$ cat src/sv/ktldc_pkg.sv
// Shared types and constants for the keyed table with lazy delete and compaction.
// Holds table sizing, request/status codes, word structs and the controller state type.
// No dependencies.
package ktldc_pkg;

	// Table sizing
	localparam int CAPACITY   = 64;
	localparam int INFO_CHARS = 8;
	localparam int KEY_W      = 32;
	localparam int INFO_W     = 64;
	localparam int IDX_OUT_W  = 6;
	localparam int IDX_W      = (CAPACITY > 1) ? $clog2(CAPACITY) : 1;
	localparam int CNT_W      = $clog2(CAPACITY + 1);

	// Match search is split into groups of cells
	localparam int GROUP      = 8;
	localparam int NGRP       = (CAPACITY + GROUP - 1) / GROUP;
	localparam int CAP_PAD    = NGRP * GROUP;

	// Info bytes kept on insert
	localparam logic [INFO_W-1:0] INFO_MASK = (INFO_CHARS >= 8) ? {INFO_W{1'b1}} :
		((INFO_W'(1) << (8 * INFO_CHARS)) - INFO_W'(1));

	// Request codes
	localparam logic [1:0] REQ_INSERT = 2'd0;
	localparam logic [1:0] REQ_REMOVE = 2'd1;
	localparam logic [1:0] REQ_LOOKUP = 2'd2;

	// Status codes
	localparam logic [1:0] STAT_OK       = 2'd0;
	localparam logic [1:0] STAT_DUP      = 2'd1;
	localparam logic [1:0] STAT_OVERFLOW = 2'd2;
	localparam logic [1:0] STAT_NOTFOUND = 2'd3;

	// Request word
	typedef struct packed {
		logic [1:0]              req_type;
		logic signed [KEY_W-1:0] key;
		logic [INFO_W-1:0]       info;
	} req_t;

	// Response word
	typedef struct packed {
		logic [1:0]           status;
		logic [IDX_OUT_W-1:0] index;
		logic [INFO_W-1:0]    found_info;
	} rsp_t;

	// Row-wide control for the cells
	typedef struct packed {
		logic compact;
		logic phase;
	} cell_ctl_t;

	// Result of one match group
	typedef struct packed {
		logic              hit;
		logic [GROUP-1:0]  first;
		logic [INFO_W-1:0] info;
	} grp_t;

	// Controller states
	typedef enum logic [2:0] {
		ST_IDLE,
		ST_MATCH,
		ST_GROUP,
		ST_DECIDE,
		ST_COMPACT,
		ST_DONE
	} state_t;

endpackage

$ cat src/sv/ktldc_cell.sv
// One table cell: key, info and busy mark, with its own key compare and
// odd-even exchange toward its left neighbor. Depends on ktldc_pkg.
module ktldc_cell
	import ktldc_pkg::*;
(
	input  logic              clk,
	input  logic              arst_n,
	input  cell_ctl_t         ctl,
	input  logic              odd,
	input  logic              wr,
	input  logic              clr,
	input  logic [KEY_W-1:0]  wr_key,
	input  logic [INFO_W-1:0] wr_info,
	input  logic [KEY_W-1:0]  cmp_key,
	input  logic [KEY_W-1:0]  right_key,
	input  logic [INFO_W-1:0] right_info,
	input  logic              right_busy,
	input  logic              left_busy,
	output logic [KEY_W-1:0]  key,
	output logic [INFO_W-1:0] info,
	output logic              busy,
	output logic              match
);

	logic [KEY_W-1:0]  key_q;
	logic [INFO_W-1:0] info_q;
	logic              busy_q;
	logic              match_q;
	logic              lower;
	logic              take;
	logic              give;

	// This cell is the left half of the exchanging pair when its parity equals the phase
	assign lower = (odd == ctl.phase);
	assign take  = ctl.compact && lower && !busy_q && right_busy;
	assign give  = ctl.compact && !lower && !left_busy && busy_q;

	// Busy mark
	always_ff @(posedge clk or negedge arst_n) begin
		if (!arst_n) begin
			busy_q <= 1'b0;
		end else if (wr) begin
			busy_q <= 1'b1;
		end else if (clr || give) begin
			busy_q <= 1'b0;
		end else if (take) begin
			busy_q <= 1'b1;
		end
	end

	// Key and info payload
	always_ff @(posedge clk) begin
		if (wr) begin
			key_q  <= wr_key;
			info_q <= wr_info;
		end else if (take) begin
			key_q  <= right_key;
			info_q <= right_info;
		end
	end

	// Registered key compare
	always_ff @(posedge clk or negedge arst_n) begin
		if (!arst_n) begin
			match_q <= 1'b0;
		end else begin
			match_q <= busy_q && (key_q == cmp_key);
		end
	end

	assign key   = key_q;
	assign info  = info_q;
	assign busy  = busy_q;
	assign match = match_q;

endmodule

$ cat config.mk
export PLATFORM = sky130hd
export DESIGN_NAME = ktldc_cell
export DESIGN_NICKNAME = d
export VERILOG_FILES = /design/src/sv/ktldc_pkg.sv /design/src/sv/ktldc_cell.sv
export SDC_FILE = /design/constraint.sdc
export NUM_CORES = 1
export LEC_CHECK = 0
export BUFFER_PORTS_ARGS = -buffer_cell sky130_fd_sc_hd__buf_2
export CORE_AREA = 3 3 128 130
export DETAILED_ROUTE_END_ITERATION = 12
export DIE_AREA = 0 0 131 133
export PLACE_DENSITY = 0.7
export SYNTH_ARGS = -nofsm -noshare
export SYNTH_HDL_FRONTEND = slang
export SYNTH_SLANG_ARGS = --single-unit
$ cat constraint.sdc
create_clock -name clk -period 11.4 [get_ports clk]
set_input_delay 0.57 -clock clk [delete_from_list [all_inputs] [get_ports clk]]
set_output_delay 0.57 -clock clk [all_outputs]
set_load 0.05 [all_outputs]
==> summary.md <==
For this block, the initial DRC count from the detailed router was 91. In this design, the critical path's most frequently occurring cell is sky130_fd_sc_hd__buf_4. Measured along the y axis, the die boundary spans 133 um. The number of setup buffers added after CTS is 0. The run finished with clean final reports.

The hold buffer count at cts is 1, and the average size of a mapped cell is 17.5 um2. The tools report the cell-internal power as 0.674 mW. The cell count after placement is 789.

The switching share of total power is 29.3%. In the layout the commonest cells are 329 x sky130_fd_sc_hd__buf_2, 96 x sky130_fd_sc_hd__edfxtp_1, 93 x sky130_fd_sc_hd__mux2_2. Counting flops and latches in the post-synthesis netlist gives 98. The count of antenna-violating nets left after detailed routing is 0, and the count of buffers inserted at the top-level ports is 330. Number of antenna repair diodes: 0. Setup repair after global routing left no endpoint under its margin. Power comes to 0.952 mW. For the count of mapped cells out of synthesis, the log shows 257. The final max-slew violation count was 0; the relative slew slack was 18.7%. The required time of the critical path was 11.35 ns. Critical path's slowest cell: sky130_fd_sc_hd__buf_4.

The run gives 3776 as the number of global-route vias before repair. The worst stage delay on the critical path was 0.91 ns; the later-pin clock latency in the skew report was 0.34 ns. Across every metal layer, demand over resource in global routing totals 13.9%. The netlist area before placement is 0.00450 mm2, and the number of unique standard cell types used by synthesis is 18.

The critical path in this run is classified as in2reg. Excluding fillers, the count of instances in the completed layout stands at 805. The tools report the area of the placeable core as 0.0153 mm2.

Row generation in the floorplan step produced 45 rows. The logs give 0.279 mW for the switching power total and 3434 for the count of vias placed by the detailed router. Power spread over the standard cell area amounts to 143 mW/mm2.

In the routed design, unresolved DRC markers number 0. The logs give 823 for the number of nets in the finished design and 3 for the H-tree depth reported by CTS. The area growth from synthesis to layout is 48.0%.

The routed design has 12700 um of wire. VDD sags by at most 0.0689 mV. Initial core utilization: 29.5%. Actual transition at the worst max-transition pin: 1.22 ns. The setup check on the worst reg-to-reg path leaves a slack of 9.42 ns. The worst path needs 2.30 ns of the cycle, external delays included.

Static timing analysis puts the maximum clock frequency at 0.435 GHz. Dividing the detail-routed wire length by the instance count gives 15.8 um. The number of antenna violations at the first check in global routing was 1; the final weighted congestion in routability-driven placement was 0.717. The average via count per standard cell is 4.27, and the reported max-cap violation count is 0. TritonCTS built the clock tree.

The warning count from the yosys run was 0; the total grt overflow was 0. The number of buffers added by the clock tree synthesis step is 9, and the fraction of power consumed by combinational cells is 22.9%. The part of the power in registers is 46.4%, and the detailed-placement wirelength estimate is 10100 um. The first-pass GRT wire length came out at 18400 um. Gates resized during post-CTS repair numbered 0.

The critical path goes through buf_4 > inv_1 > o21ai_4 > buf_4. Clock slew seen by the registers of the worst setup and hold paths: 0.06 ns. Setup violations remaining at the end of the flow were counted as 0. The tools report the number of hold-slack violations in the final timing report as 0. The floorplan step set the die width to 131 um. The die covers 0.0174 mm2.

Share of post-route cells with drive strength above 1: 74.1%. Entering global routing, the biggest net connects 97 pins. The CTS sink count is 98, and the static leakage is 2.96 nW.

Clock tree root buffer cell: sky130_fd_sc_hd__clkbuf_16. After synthesis, flip-flops and latches occupy 65.2% of the total area. At the worst endpoint, the arrival time is 2.25 ns.

The tools report the number of I/O pins as 331. Post-synthesis net count: 490. The worst setup path is captured at a flip-flop. The sum of negative setup slack came out at 0 ns. The library cell used most frequently in the layout, excluding fill and tap cells, is sky130_fd_sc_hd__buf_2. The min-delay analysis places its worst path in the category in2reg. The final period utilization came out at 20.2%. The largest buffer count on any clock path is 2.

The share of power burned in the clock network came out at 30.7%. The worst setup skew after layout is 0.0129 ns. Iteration count of the initial detailed-routing pass: 4. The worst setup path is launched from an input pin. The largest fanout on the critical path is 96.
logic make-up after synthesis:
group                     count (synthesis)  synth area share, %
xor gates and xnor gates                 33                 6.43
DFF                                      98                 65.2
muxes                                    96                 24.0
buffers and inverters                    12                 1.86
and+or+nand+nor                          14                 1.92
AOI/OAI and AO/OA                         4                0.501
final cells by class:
| class | count | area (um2) |
|---|---|---|
| Fill cell | 1401 | 8600 |
| Clock inverter | 6 | 58.8 |
| Clock buffer | 9 | 225 |
| Inverter | 1 | 3.75 |
| Timing Repair Buffer | 333 | 1680 |
| Tap cell | 211 | 264 |
| Sequential cell | 98 | 2930 |
| Multi-Input combinational cell | 147 | 1490 |
metrics by stage:
stage | hold WS [ns] | setup slack, ns | cell area, um2 | util (%)
6_report | 0.429 | 9.10 | 6650 | 43.6
5_1_grt | 0.420 | 8.95 | 6650 | 43.6
4_1_cts | 0.409 | 9.12 | 6650 | 43.6
3_5_place_dp | 0.362 | 8.75 | 6360 | 41.7
3_3_place_gp | 0.359 | 8.82 | 6360 | 41.7
2_1_floorplan | 0.274 | 3.16 | 4500 | -
state kept, by name (all words and copies together) (netlist names):
signal,cells
busy,1
info,64
key,32
match,1
worst max-delay path: cells and delay by family:
| family | cells | cell delay, ns |
|---|---|---|
| AO/OA/AOI/OAI | 1 | 0.08 |
| buffers and inverters | 3 | 1.47 |
final timing paths:
| path | startpoint | endpoint | depth (start not counted) |
|---|---|---|---|
| setup reg to reg | busy | info[16] | 2 |
| hold / removal | clr | busy | 2 |
| setup / recovery | wr | info[16] | 4 |
| hold reg to reg | key[2] | match | 3 |
| min in group asynchronous | arst_n | match | 2 |
| max in group asynchronous | arst_n | busy | 2 |
Yosys cell counts (all sizes together):
library cell	count	share of area, %
edfxtp	96	64
o31ai	1	0.17
dfrtp	2	1.1
a21oi	2	0.22
mux2	96	24
xor2	31	6.0
o21ai	1	0.11
xnor2	2	0.39
buf	11	1.8
nand4	1	0.14
nand2b	1	0.14
nor3	2	0.33
inv	1	0.083
nand3	3	0.33
nor4	7	0.97
power by group through the flow:
stage	clock, mW	sequential (mW)	combinational, mW
2_1_floorplan	0	0.547	0.0511
3_3_place_gp	0	0.449	0.217
3_5_place_dp	0	0.450	0.220
4_1_cts	0.304	0.442	0.221
5_1_grt	0.319	0.444	0.232
6_report	0.292	0.442	0.218
routing by layer:
layer	vias to the layer above	share of wire (%)	GRT usage [%]
met5	-	0	0
met4	0	1.1	3.60
met3	10	11	5.69
met2	201	53	26.4
met1	1572	35	13.5
li1	1651	-	-
(Power assumes the default switching activity.)
