File: config.mk
export PLATFORM = sky130hd
export DESIGN_NAME = ktldc_grp
export DESIGN_NICKNAME = d
export VERILOG_FILES = /design/src/sv/ktldc_pkg.sv /design/src/sv/ktldc_grp.sv
export SDC_FILE = /design/constraint.sdc
export NUM_CORES = 1
export LEC_CHECK = 0
export ABC_CLOCK_PERIOD_IN_PS = 800
export BUFFER_PORTS_ARGS = -buffer_cell sky130_fd_sc_hd__buf_2
export CAP_MARGIN = 15
export CORE_AREA = 2 2 232 234
export CTS_BUF_LIST = sky130_fd_sc_hd__clkbuf_8
export DETAILED_ROUTE_END_ITERATION = 6
export DIE_AREA = 0 0 234 236
export GPL_ROUTABILITY_DRIVEN = 0
export PLACE_DENSITY = 0.42
export SYNTH_ARGS = -nofsm -noshare
export SYNTH_HDL_FRONTEND = slang
export SYNTH_SLANG_ARGS = --single-unit
File: constraint.sdc
create_clock -name clk -period 0.8 [get_ports clk]
set_clock_uncertainty 0.1 [all_clocks]
set_input_delay 0.04 -clock clk [delete_from_list [all_inputs] [get_ports clk]]
set_output_delay 0.04 -clock clk [all_outputs]
set_load 0.02 [all_outputs]
File: src/sv/ktldc_pkg.sv
// Shared types and constants for the keyed table with lazy delete and compaction.
// Holds table sizing, request/status codes, word structs and the controller state type.
// No dependencies.
package ktldc_pkg;

	// Table sizing
	localparam int CAPACITY   = 64;
	localparam int INFO_CHARS = 8;
	localparam int KEY_W      = 32;
	localparam int INFO_W     = 64;
	localparam int IDX_OUT_W  = 6;
	localparam int IDX_W      = (CAPACITY > 1) ? $clog2(CAPACITY) : 1;
	localparam int CNT_W      = $clog2(CAPACITY + 1);

	// Match search is split into groups of cells
	localparam int GROUP      = 8;
	localparam int NGRP       = (CAPACITY + GROUP - 1) / GROUP;
	localparam int CAP_PAD    = NGRP * GROUP;

	// Info bytes kept on insert
	localparam logic [INFO_W-1:0] INFO_MASK = (INFO_CHARS >= 8) ? {INFO_W{1'b1}} :
		((INFO_W'(1) << (8 * INFO_CHARS)) - INFO_W'(1));

	// Request codes
	localparam logic [1:0] REQ_INSERT = 2'd0;
	localparam logic [1:0] REQ_REMOVE = 2'd1;
	localparam logic [1:0] REQ_LOOKUP = 2'd2;

	// Status codes
	localparam logic [1:0] STAT_OK       = 2'd0;
	localparam logic [1:0] STAT_DUP      = 2'd1;
	localparam logic [1:0] STAT_OVERFLOW = 2'd2;
	localparam logic [1:0] STAT_NOTFOUND = 2'd3;

	// Request word
	typedef struct packed {
		logic [1:0]              req_type;
		logic signed [KEY_W-1:0] key;
		logic [INFO_W-1:0]       info;
	} req_t;

	// Response word
	typedef struct packed {
		logic [1:0]           status;
		logic [IDX_OUT_W-1:0] index;
		logic [INFO_W-1:0]    found_info;
	} rsp_t;

	// Row-wide control for the cells
	typedef struct packed {
		logic compact;
		logic phase;
	} cell_ctl_t;

	// Result of one match group
	typedef struct packed {
		logic              hit;
		logic [GROUP-1:0]  first;
		logic [INFO_W-1:0] info;
	} grp_t;

	// Controller states
	typedef enum logic [2:0] {
		ST_IDLE,
		ST_MATCH,
		ST_GROUP,
		ST_DECIDE,
		ST_COMPACT,
		ST_DONE
	} state_t;

endpackage

File: src/sv/ktldc_grp.sv
// First-match stage for one group of cells: picks the lowest matching cell
// and its info, registered. Depends on ktldc_pkg.
module ktldc_grp
	import ktldc_pkg::*;
(
	input  logic                         clk,
	input  logic                         arst_n,
	input  logic [GROUP-1:0]             match,
	input  logic [GROUP-1:0][INFO_W-1:0] info,
	output grp_t                         res
);

	grp_t res_c;
	grp_t res_q;
	logic taken;

	// Priority pick inside the group
	always_comb begin
		res_c = '0;
		taken = 1'b0;
		for (int l = 0; l < GROUP; l++) begin
			if (match[l] && !taken) begin
				taken          = 1'b1;
				res_c.first[l] = 1'b1;
				res_c.info     = info[l];
			end
		end
		res_c.hit = taken;
	end

	always_ff @(posedge clk or negedge arst_n) begin
		if (!arst_n) begin
			res_q <= '0;
		end else begin
			res_q <= res_c;
		end
	end

	assign res = res_q;

endmodule

==> flow_summary_export.csv, run 1 <==
group,metric,value,unit
critical_path,crit_required,1.05,ns
critical_path,critPathTopFamily,"simple AND/OR/NAND/NOR gates",
cells_and_area,multiInputGateArea,4400,um^2
grt,grt_pass1_vias,10400,
die,num_rows,85,
critical_path,worst-path-buf-inv,3,
timing,worst_pin_slew,0.435,ns
cells_and_area,drive_above_1_share,53.5,%
logic_synthesis,avgSynthCellArea,7.46,um^2
logic_synthesis,ys_warn_count,0,
timing,finalCritPeriodShare,151,%
critical_path,crit_type,"input pin to register",
placement,dpl-instance-area,10400,um^2
cells_and_area,regArea,1830,um^2
route,drt_first_iter_violations,512,
critical_path,cp-start-kind,"input pin",
timing,whs,-0.148,ns
logic_synthesis,syn_area,5870,um^2
hold_path,min_from,"info[200]",
timing,max_freq,826,MHz
clock_network,htreeDepth,3,
run_status,violations,"hold timing, setup timing",
logic_synthesis,async_flop_share,100,%
die,die_w,234,um
die,core_area,53100,um^2
clock_network,numCtsBuffers,9,
power,p_per_area,992,nW/um^2
route,wl_per_cell,21.2,um
logic_synthesis,synthTopCellsByCount,"nand2_1, a21oi_1, dfrtp_1, o21ai_0, clkbuf_1",
cells_and_area,syn2layout_area_growth,130,%
route,route.detailed.drc,0,
grt,grt_overflow,0,
placement,pre_cts_ws,-1.05,ns
power,totalPowerFinal,13.4,mW
cells_and_area,final_area,13500,um^2
route,vias,9902,
grt,grt_use_total,16.1,%
die,die-area,55200,um^2
grt,grt_start_max_net_pins,37,
logic_synthesis,yosysTopAreaCell,"dfrtp_1",
placement,dpl.hpwl,34.7,mm
logic_synthesis,postSynthNetCount,1308,
clock_network,cts_tree,"yes",
timing,slew_violations,0,
logic_synthesis,ys_seq_elements,73,
power,p_leak,6.10,nW
timing,hold_violations,60,
logic_synthesis,synthCells,786,
logic_synthesis,synth_most_common_cell,"nand2_1",
run,cap_violations,0,
timing,min_period,1.21,ns
logic_synthesis,synth-main-ff-cell,"dfrtp_1",
die,chipHeight,236,um
critical_path,cpPeakStageDelay,0.43,ns
critical_path,cp_slowest_cell,"or3_4",
logic_synthesis,yosysUniqueCellTypes,33,
die,start_util,11.1,%
clock_network,cts_buffer_depth,2,
logic_synthesis,yosysSeqAreaShare,31.1,%
route,first_pass_iters,4,
critical_path,worstPathArrival,1.46,ns
route,ant_nets,0,
clock_network,clock-sinks,73,
cells_and_area,fillers,5816,
logic_synthesis,netlist.area_leader.share,31.1,%
critical_path,critPathCaptureType,"register",
die,io_pins,595,
logic_synthesis,synth_edf_count,0,
clock_network,cts_root_buffer,"clkbuf_8",
timing,rsz0062_at_grt,"true",
run_status,outcome,"finished, violations left",
timing,slew_headroom,70.7,%
hold_path,hold_path.class,"input pin to register",
route,via_per_inst,4.44,
grt,antenna_found_initial,9,
clock_network,clk_pin_slew,0.09,ns
logic_synthesis,yosys-top-cells-area,"dfrtp_1, nand2_1, a22o_1",
cells_and_area,nets,2051,
grt,grt_pass1_wl,64.5,mm
placement,numPortBuffers,594,
timing,setup_viol,141,
critical_path,cp_max_fo,31,
power,peakVddDrop,0.000619,V
route,routed_wirelength,47.2,mm
critical_path,worstPathCellList,"buf_8, or3_4, buf_4, buf_6, a211oi_1, nor4_2, a21oi_1",
timing,post-route-worst-setup-slack,-0.411,ns
critical_path,critPathLaunch,"match[3]",
cells_and_area,largest_reg_flops,73,
per-layer routing:
layer	vias to the layer above	wire, um	global-route usage (%)
li1	4546	-	-
met1	4637	18400	17.4
met2	595	23000	28.4
met3	114	3570	3.84
met4	10	2190	9.05
met5	-	60	0
what timing repair did:
action | 4_1_cts | 5_1_grt
buffers inserted | 16 | 1
endpoints found under the hold margin | 142 | 64
gates resized for setup | 248 | 71
setup endpoints to repair | 141 | 141
hold buffers | 122 | 3
cloned | 8 | 4
pin swaps | 41 | 13
worst paths after layout:
| check | slack [ns] | depth (start not counted) | to |
|---|---|---|---|
| max | -0.41 | 7 | res[11] |
| min | -0.15 | 3 | res[8] |
| max in group asynchronous | 0.07 | 3 | res[61] |
| min in group asynchronous | 0.05 | 3 | res[52] |
cell usage in the layout (no fill, tap or decap), types with 4 or more instances in the layout:
master         instances
a21oi_1               68
o21ai_1               10
o21ai_0               60
o22ai_1               59
a21o_1                 4
a22oi_1               58
buf_16                 7
a211oi_2              27
dfrtp_1               73
a22o_4                 5
clkbuf_8              10
nor2_2                 4
nor2b_1                4
dlygate4sd3_1        125
a222oi_1               4
buf_2                514
buf_12                34
a22o_1                51
nor2_1                 4
nor4_1                20
a211oi_1              29
buf_6                 85
clkinv_2               4
a21oi_2                6
nor4_2                15
nand2_1              136
nor4_4                23
buf_4                 57
stage by stage:
stage	setup TNS, ns	instances	utilization [%]
finish	-43.80	2231	25.4
global route	-49.77	2231	25.4
CTS	-47.61	2226	24.7
detailed placement	-57.81	2067	19.6
global placement	-55.67	2067	19.6
floorplan	-41.25	786	-
cell type report:
class	instances	area share, %
flip-flops and latches	73	13.5
clock inverters	5	0.176
inverters	3	0.195
clock buffers	10	1.02
multi-input cells	614	32.6
diodes	2	0.0371
well taps	696	6.45
repair buffers	828	46.0
kinds of logic (layout without fill, tap and decap cells):
kind of cell    Yosys count  count (layout)  synth area share [%]
buf+inv                  99             846                  7.02
simple gates            222             222                  17.6
mux                       1               1                 0.171
flops                    73              73                  31.1
other cells               0               2                     0
compound gates          391             391                  44.0
power breakdown:
| group | switching [mW] | internal [mW] | total [mW] |
|---|---|---|---|
| sequential | 0.185 | 4.03 | 4.21 |
| combinational | 2.99 | 3.26 | 6.24 |
| clock | 1.77 | 1.16 | 2.93 |
(Power assumes the default switching activity.)
==> inputs of run 2 (changes only) <==
Settings changed: ABC_AREA set to 1, ABC_CLOCK_PERIOD_IN_PS 800 to not set, CORE_AREA 2 2 232 234 to 2 2 229 231, DIE_AREA 0 0 234 236 to 0 0 231 233, PLACE_DENSITY 0.42 to 0.44, SETUP_SLACK_MARGIN set to 0.5.
==> flow_summary_export.csv, run 2 <==
group,metric,value,unit
placement,numPortBuffers,594,
timing,setup_viol,140,
grt,grt_start_max_net_pins,42,
critical_path,cp_slowest_cell,"dfrtp_2",
route,drt_first_iter_violations,473,
logic_synthesis,yosysSeqAreaShare,28.4,%
logic_synthesis,synth-main-ff-cell,"dfrtp_1",
critical_path,crit_type,"register to output port",
cells_and_area,nets,2345,
clock_network,clock-sinks,73,
die,num_rows,83,
critical_path,cpPeakStageDelay,0.45,ns
power,p_leak,7.82,nW
timing,rsz0062_at_grt,"true",
timing,hold_violations,140,
critical_path,critPathTopFamily,"flip-flops",
grt,grt_pass1_wl,72.2,mm
route,route.detailed.drc,0,
timing,min_period,1.17,ns
timing,slew_violations,0,
die,io_pins,595,
critical_path,cp_max_fo,1,
logic_synthesis,synthCells,1138,
die,core_area,51100,um^2
critical_path,cp-start-kind,"register",
timing,whs,-0.541,ns
cells_and_area,fin_util,27.4,%
power,power.switching_fraction,36.6,%
critical_path,worstPathArrival,1.03,ns
route,via_per_inst,4.19,
route,vias,10500,
logic_synthesis,syn_area,6420,um^2
clock_network,cts_tree,"yes",
cells_and_area,largest_reg_flops,73,
clock_network,clk_pin_slew,0.10,ns
route,ant_nets,0,
logic_synthesis,yosysTopAreaCell,"dfrtp_1",
route,first_pass_iters,5,
critical_path,crit_required,0.66,ns
logic_synthesis,async_flop_share,100,%
logic_synthesis,synthTopCellsByCount,"nand2_1, nand3_1, nor2_1, inv_1, dfrtp_1",
power,seqPwrFrac,30.9,%
die,start_util,12.6,%
timing,max_freq,853,MHz
timing,post-route-worst-setup-slack,-0.372,ns
logic_synthesis,ys_warn_count,0,
power,peakVddDrop,0.000683,V
logic_synthesis,yosys-top-cells-area,"dfrtp_1, nand2_1, nand3_1",
grt,antenna_found_initial,6,
run,cap_violations,0,
clock_network,cts_root_buffer,"clkbuf_8",
timing,setup_tns,-42.52,ns
run_status,violations,"hold timing, setup timing",
logic_synthesis,synth_most_common_cell,"nand2_1",
placement,dpl.hpwl,36.4,mm
power,p_clk_share,27.4,%
die,die_w,231,um
critical_path,critPathCaptureType,"output port",
run_status,outcome,"finished, violations left",
logic_synthesis,postSynthNetCount,1660,
timing,slew_headroom,73.4,%
critical_path,worstPathCellList,"buf_6",
logic_synthesis,yosysUniqueCellTypes,16,
clock_network,numCtsBuffers,9,
timing,finalCritPeriodShare,147,%
power,p_int,8.68,mW
critical_path,worst-path-buf-inv,1,
die,die-area,53800,um^2
grt,grt_overflow,0,
route,routed_wirelength,53.2,mm
power,p_per_area,977,nW/um^2
logic_synthesis,netlist.area_leader.share,28.4,%
power,combPwrFrac,41.7,%
logic_synthesis,avgSynthCellArea,5.65,um^2
clock_network,htreeDepth,3,
route,wl_per_cell,21.2,um
cells_and_area,final_common_cell,"buf_2",
timing,worst_pin_slew,0.400,ns
grt,grt_use_total,19.0,%
clock_network,cts_buffer_depth,2,
die,chipHeight,233,um
logic_synthesis,ys_seq_elements,73,
hold_path,hold_path.class,"input pin to asynchronous set/reset pin",
power,switchingPower,5.01,mW
cells_and_area,final_cell_mix,"buf_2, nand2_1, nor2_1",
cells_and_area,drive_above_1_share,50.9,%
cells_and_area,syn2layout_area_growth,118,%
grt,grt_pass1_vias,10900,
logic_synthesis,synth_edf_count,0,
## run 2: changes by cell type in the layout (fill, tap and decap cells not counted), moves of 57 or more
cell           delta
nand3_2          +57
nor3_1           +60
a22oi_1          -58
nand4_1          +64
inv_1           +129
o22ai_1          -59
a21oi_1          -68
dlygate4sd3_1   -125
nand2_1         +113
nand3_1         +143
nor2_1          +174
o21ai_0          -60
## run 2: power by group through the flow
stage,Clock [mW],Sequential (mW),Combinational [mW]
after CTS,3.98,4.24,5.61
after detailed placement,0,4.22,4.61
after global routing,3.99,4.26,6.15
after global placement,0,4.23,4.61
after floorplan,0,4.63,1.39
final,3.75,4.23,5.71
## run 2: cell families (layout without fill, tap and decap cells)
logic type             after synthesis  in the layout  synth area share [%]
buffers and inverters              221            911                  14.1
flip-flops                          73             73                  28.4
other                                0              2                     0
AND/OR/NAND/NOR                    844            844                  57.4
## run 2: what timing repair did
action	CTS	global route
endpoints found under the hold margin	141	140
resized for setup	349	93
endpoints found under the setup margin	145	146
buffers inserted	36	8
pin swaps	49	16
gates cloned	27	2
## run 2: layout make-up
cell class              count  area (um^2)
inverters                 138          538
flip-flops and latches     73         1830
clock inverters             5         77.6
clock buffers              11          151
diodes                      2         5.00
multi-input cells         844         4540
repair buffers            757         6030
fillers                  5722        37100
well taps                 680          851
## run 2: stage by stage
stage,cells,setup WS [ns],instance area (um^2),power (mW),hold slack [ns]
final,2510,-0.372,14000,13.7,-0.541
after global placement,2419,-0.821,10900,8.83,-0.0653
after global routing,2509,-0.428,14000,14.4,-0.553
after detailed placement,2419,-0.829,10900,8.83,-0.0703
after CTS,2498,-0.456,13500,13.8,-0.594
after floorplan,1138,-0.342,6580,6.02,-0.356
## run 2: per-layer routing
layer / up-vias / share of wire, % / GRT usage [%]
met4: 8 / 3.9 / 8.59
met1: 4862 / 38 / 20.7
met3: 102 / 6.9 / 4.69
met2: 541 / 51 / 34.5
li1: 4998 / - / -
met5: - / 0.086 / 0
## run 2: path summary, 6_finish.rpt
kind	startpoint	endpoint	slack, ns	depth (start not counted)
setup / recovery	res[20]	res[20]	-0.37	1
min in group clk	match[6]	res[71]	-0.30	2
max in group asynchronous	arst_n	res[20]	0.83	2
hold / removal	arst_n	res[54]	-0.54	2
==> inputs of run 3 (changes only) <==
Settings changed: CORE_AREA 2 2 229 231 to 8 8 228 230, DIE_AREA 0 0 231 233 to 0 0 236 238, PLACE_DENSITY 0.44 to 0.45, SETUP_SLACK_MARGIN 0.5 to not set.
==> flow_summary_export.csv, run 3 (synthesis results as in run 2) <==
group,metric,value,unit
run_status,outcome,"finished, violations left",
run_status,violations,"hold timing, setup timing",
hold_path,hold_path.class,"input pin to register",
placement,numPortBuffers,594,
clock_network,clk_pin_slew,0.09,ns
power,totalPowerFinal,15.3,mW
die,start_util,13.3,%
power,p_per_area,885,nW/um^2
clock_network,cts_buffer_depth,2,
grt,grt_pass1_vias,13100,
timing,hold_violations,62,
grt,antenna_found_initial,9,
route,vias,12200,
timing,whs,-0.208,ns
critical_path,crit_type,"register to output port",
critical_path,cp_max_fo,1,
cells_and_area,syn2layout_area_growth,169,%
clock_network,htreeDepth,3,
grt,grt_pass1_wl,83.6,mm
timing,slew_violations,0,
grt,grt_overflow,0,
critical_path,crit_required,0.66,ns
placement,dpl.hpwl,39.5,mm
cells_and_area,final_common_cell,"buf_2",
run,cap_violations,0,
hold_path,min_path_cells,3,
cells_and_area,fillers,4909,
power,peakVddDrop,0.000521,V
die,die_w,236,um
cells_and_area,final_cell_mix,"buf_2, dlygate4sd3_1, nand2_1",
route,ant_nets,0,
timing,min_period,1.25,ns
critical_path,cp-start-kind,"register",
timing,post-route-worst-setup-slack,-0.446,ns
timing,rsz0062_at_grt,"true",
timing,worst_pin_slew,0.538,ns
cells_and_area,fin_util,35.7,%
route,first_pass_iters,5,
die,io_pins,595,
timing,finalCritPeriodShare,156,%
timing,setup_viol,140,
die,num_rows,81,
placement,dpl-instance-area,10900,um^2
die,chipHeight,238,um
clock_network,cts_root_buffer,"clkbuf_8",
timing,max_freq,802,MHz
cells_and_area,final_area,17300,um^2
cells_and_area,drive_above_1_share,47.8,%
cells_and_area,largest_reg_flops,73,
route,drt_first_iter_violations,626,
cells_and_area,fin_cells,2758,
power,p_leak,8.95,nW
route,via_per_inst,4.42,
timing,slew_headroom,64.1,%
grt,grt_start_max_net_pins,40,
cells_and_area,nets,2651,
grt,grt_use_total,20.1,%
clock_network,clock-sinks,73,
critical_path,worstPathArrival,1.11,ns
clock_network,numCtsBuffers,9,
clock_network,cts_tree,"yes",
route,route.detailed.drc,0,
die,die-area,56200,um^2
route,wl_per_cell,22.4,um
critical_path,critPathCaptureType,"output port",
route,routed_wirelength,61.8,mm
placement,dpl.cell_count,2364,
die,core_area,48300,um^2
==> run 3: cell count changes in the layout (fill, tap and decap cells not counted), moves of 19 or more <==
cell	before	now
nor2_2	12	48
nor2_1	178	133
nand2_2	13	47
dlygate4sd3_1	0	298
nand2_4	51	32
==> run 3: routing by layer <==
layer	vias up	share of wire [%]	global-route usage [%]
met4	12	4.7	9.53
met1	5731	36	20.8
li1	5614	-	-
met3	141	7.9	5.76
met5	-	0.11	0
met2	686	51	37.0
==> run 3: final cells by class <==
class | instances | area [um^2] | share of cell area [%]
diodes | 2 | 5.00 | 0.0290
well taps | 622 | 778 | 4.51
flip-flops and latches | 73 | 1830 | 10.6
inverters | 138 | 538 | 3.12
multi-input cells | 844 | 4820 | 27.9
clock buffers | 9 | 124 | 0.718
repair buffers | 1063 | 9070 | 52.6
clock inverters | 7 | 95.1 | 0.551
==> run 3: worst paths after layout <==
| kind | startpoint | end | slack (ns) |
|---|---|---|---|
| min | match[6] | res[71] | -0.21 |
| max in group asynchronous | arst_n | res[30] | 0.29 |
| min in group asynchronous | arst_n | res[72] | 0.03 |
| max | res[23] | res[23] | -0.45 |
==> run 3: worst max-delay path: stages (launching register included) <==
cell and delay, ns:
dfrtp_1 0.41, buf_12 0.14, buf_8 0.12
==> run 3: power by group <==
part	switching (mW)	internal [mW]	leakage [nW]
registers	0.208	4.02	0.888
clock network	1.85	1.75	0.109
logic	3.52	3.91	7.96
==> run 3: metrics by stage <==
stage | TNS (ns) | worst slack [ns]
finish | -38.17 | -0.446
global route | -45.05 | -0.531
CTS | -45.99 | -0.519
detailed placement | -46.10 | -0.840
global placement | -42.97 | -0.895
floorplan | -21.66 | -0.342
==> run 3: what timing repair did <==
| item | CTS | global route |
|---|---|---|
| hold buffers | 296 | 3 |
| buffers inserted | 39 | 21 |
| cloned | 29 | 10 |
| endpoints found under the setup margin | 139 | 140 |
| pin swaps | 73 | 159 |
| resized for setup | 350 | 225 |
| endpoints found under the hold margin | 139 | 68 |
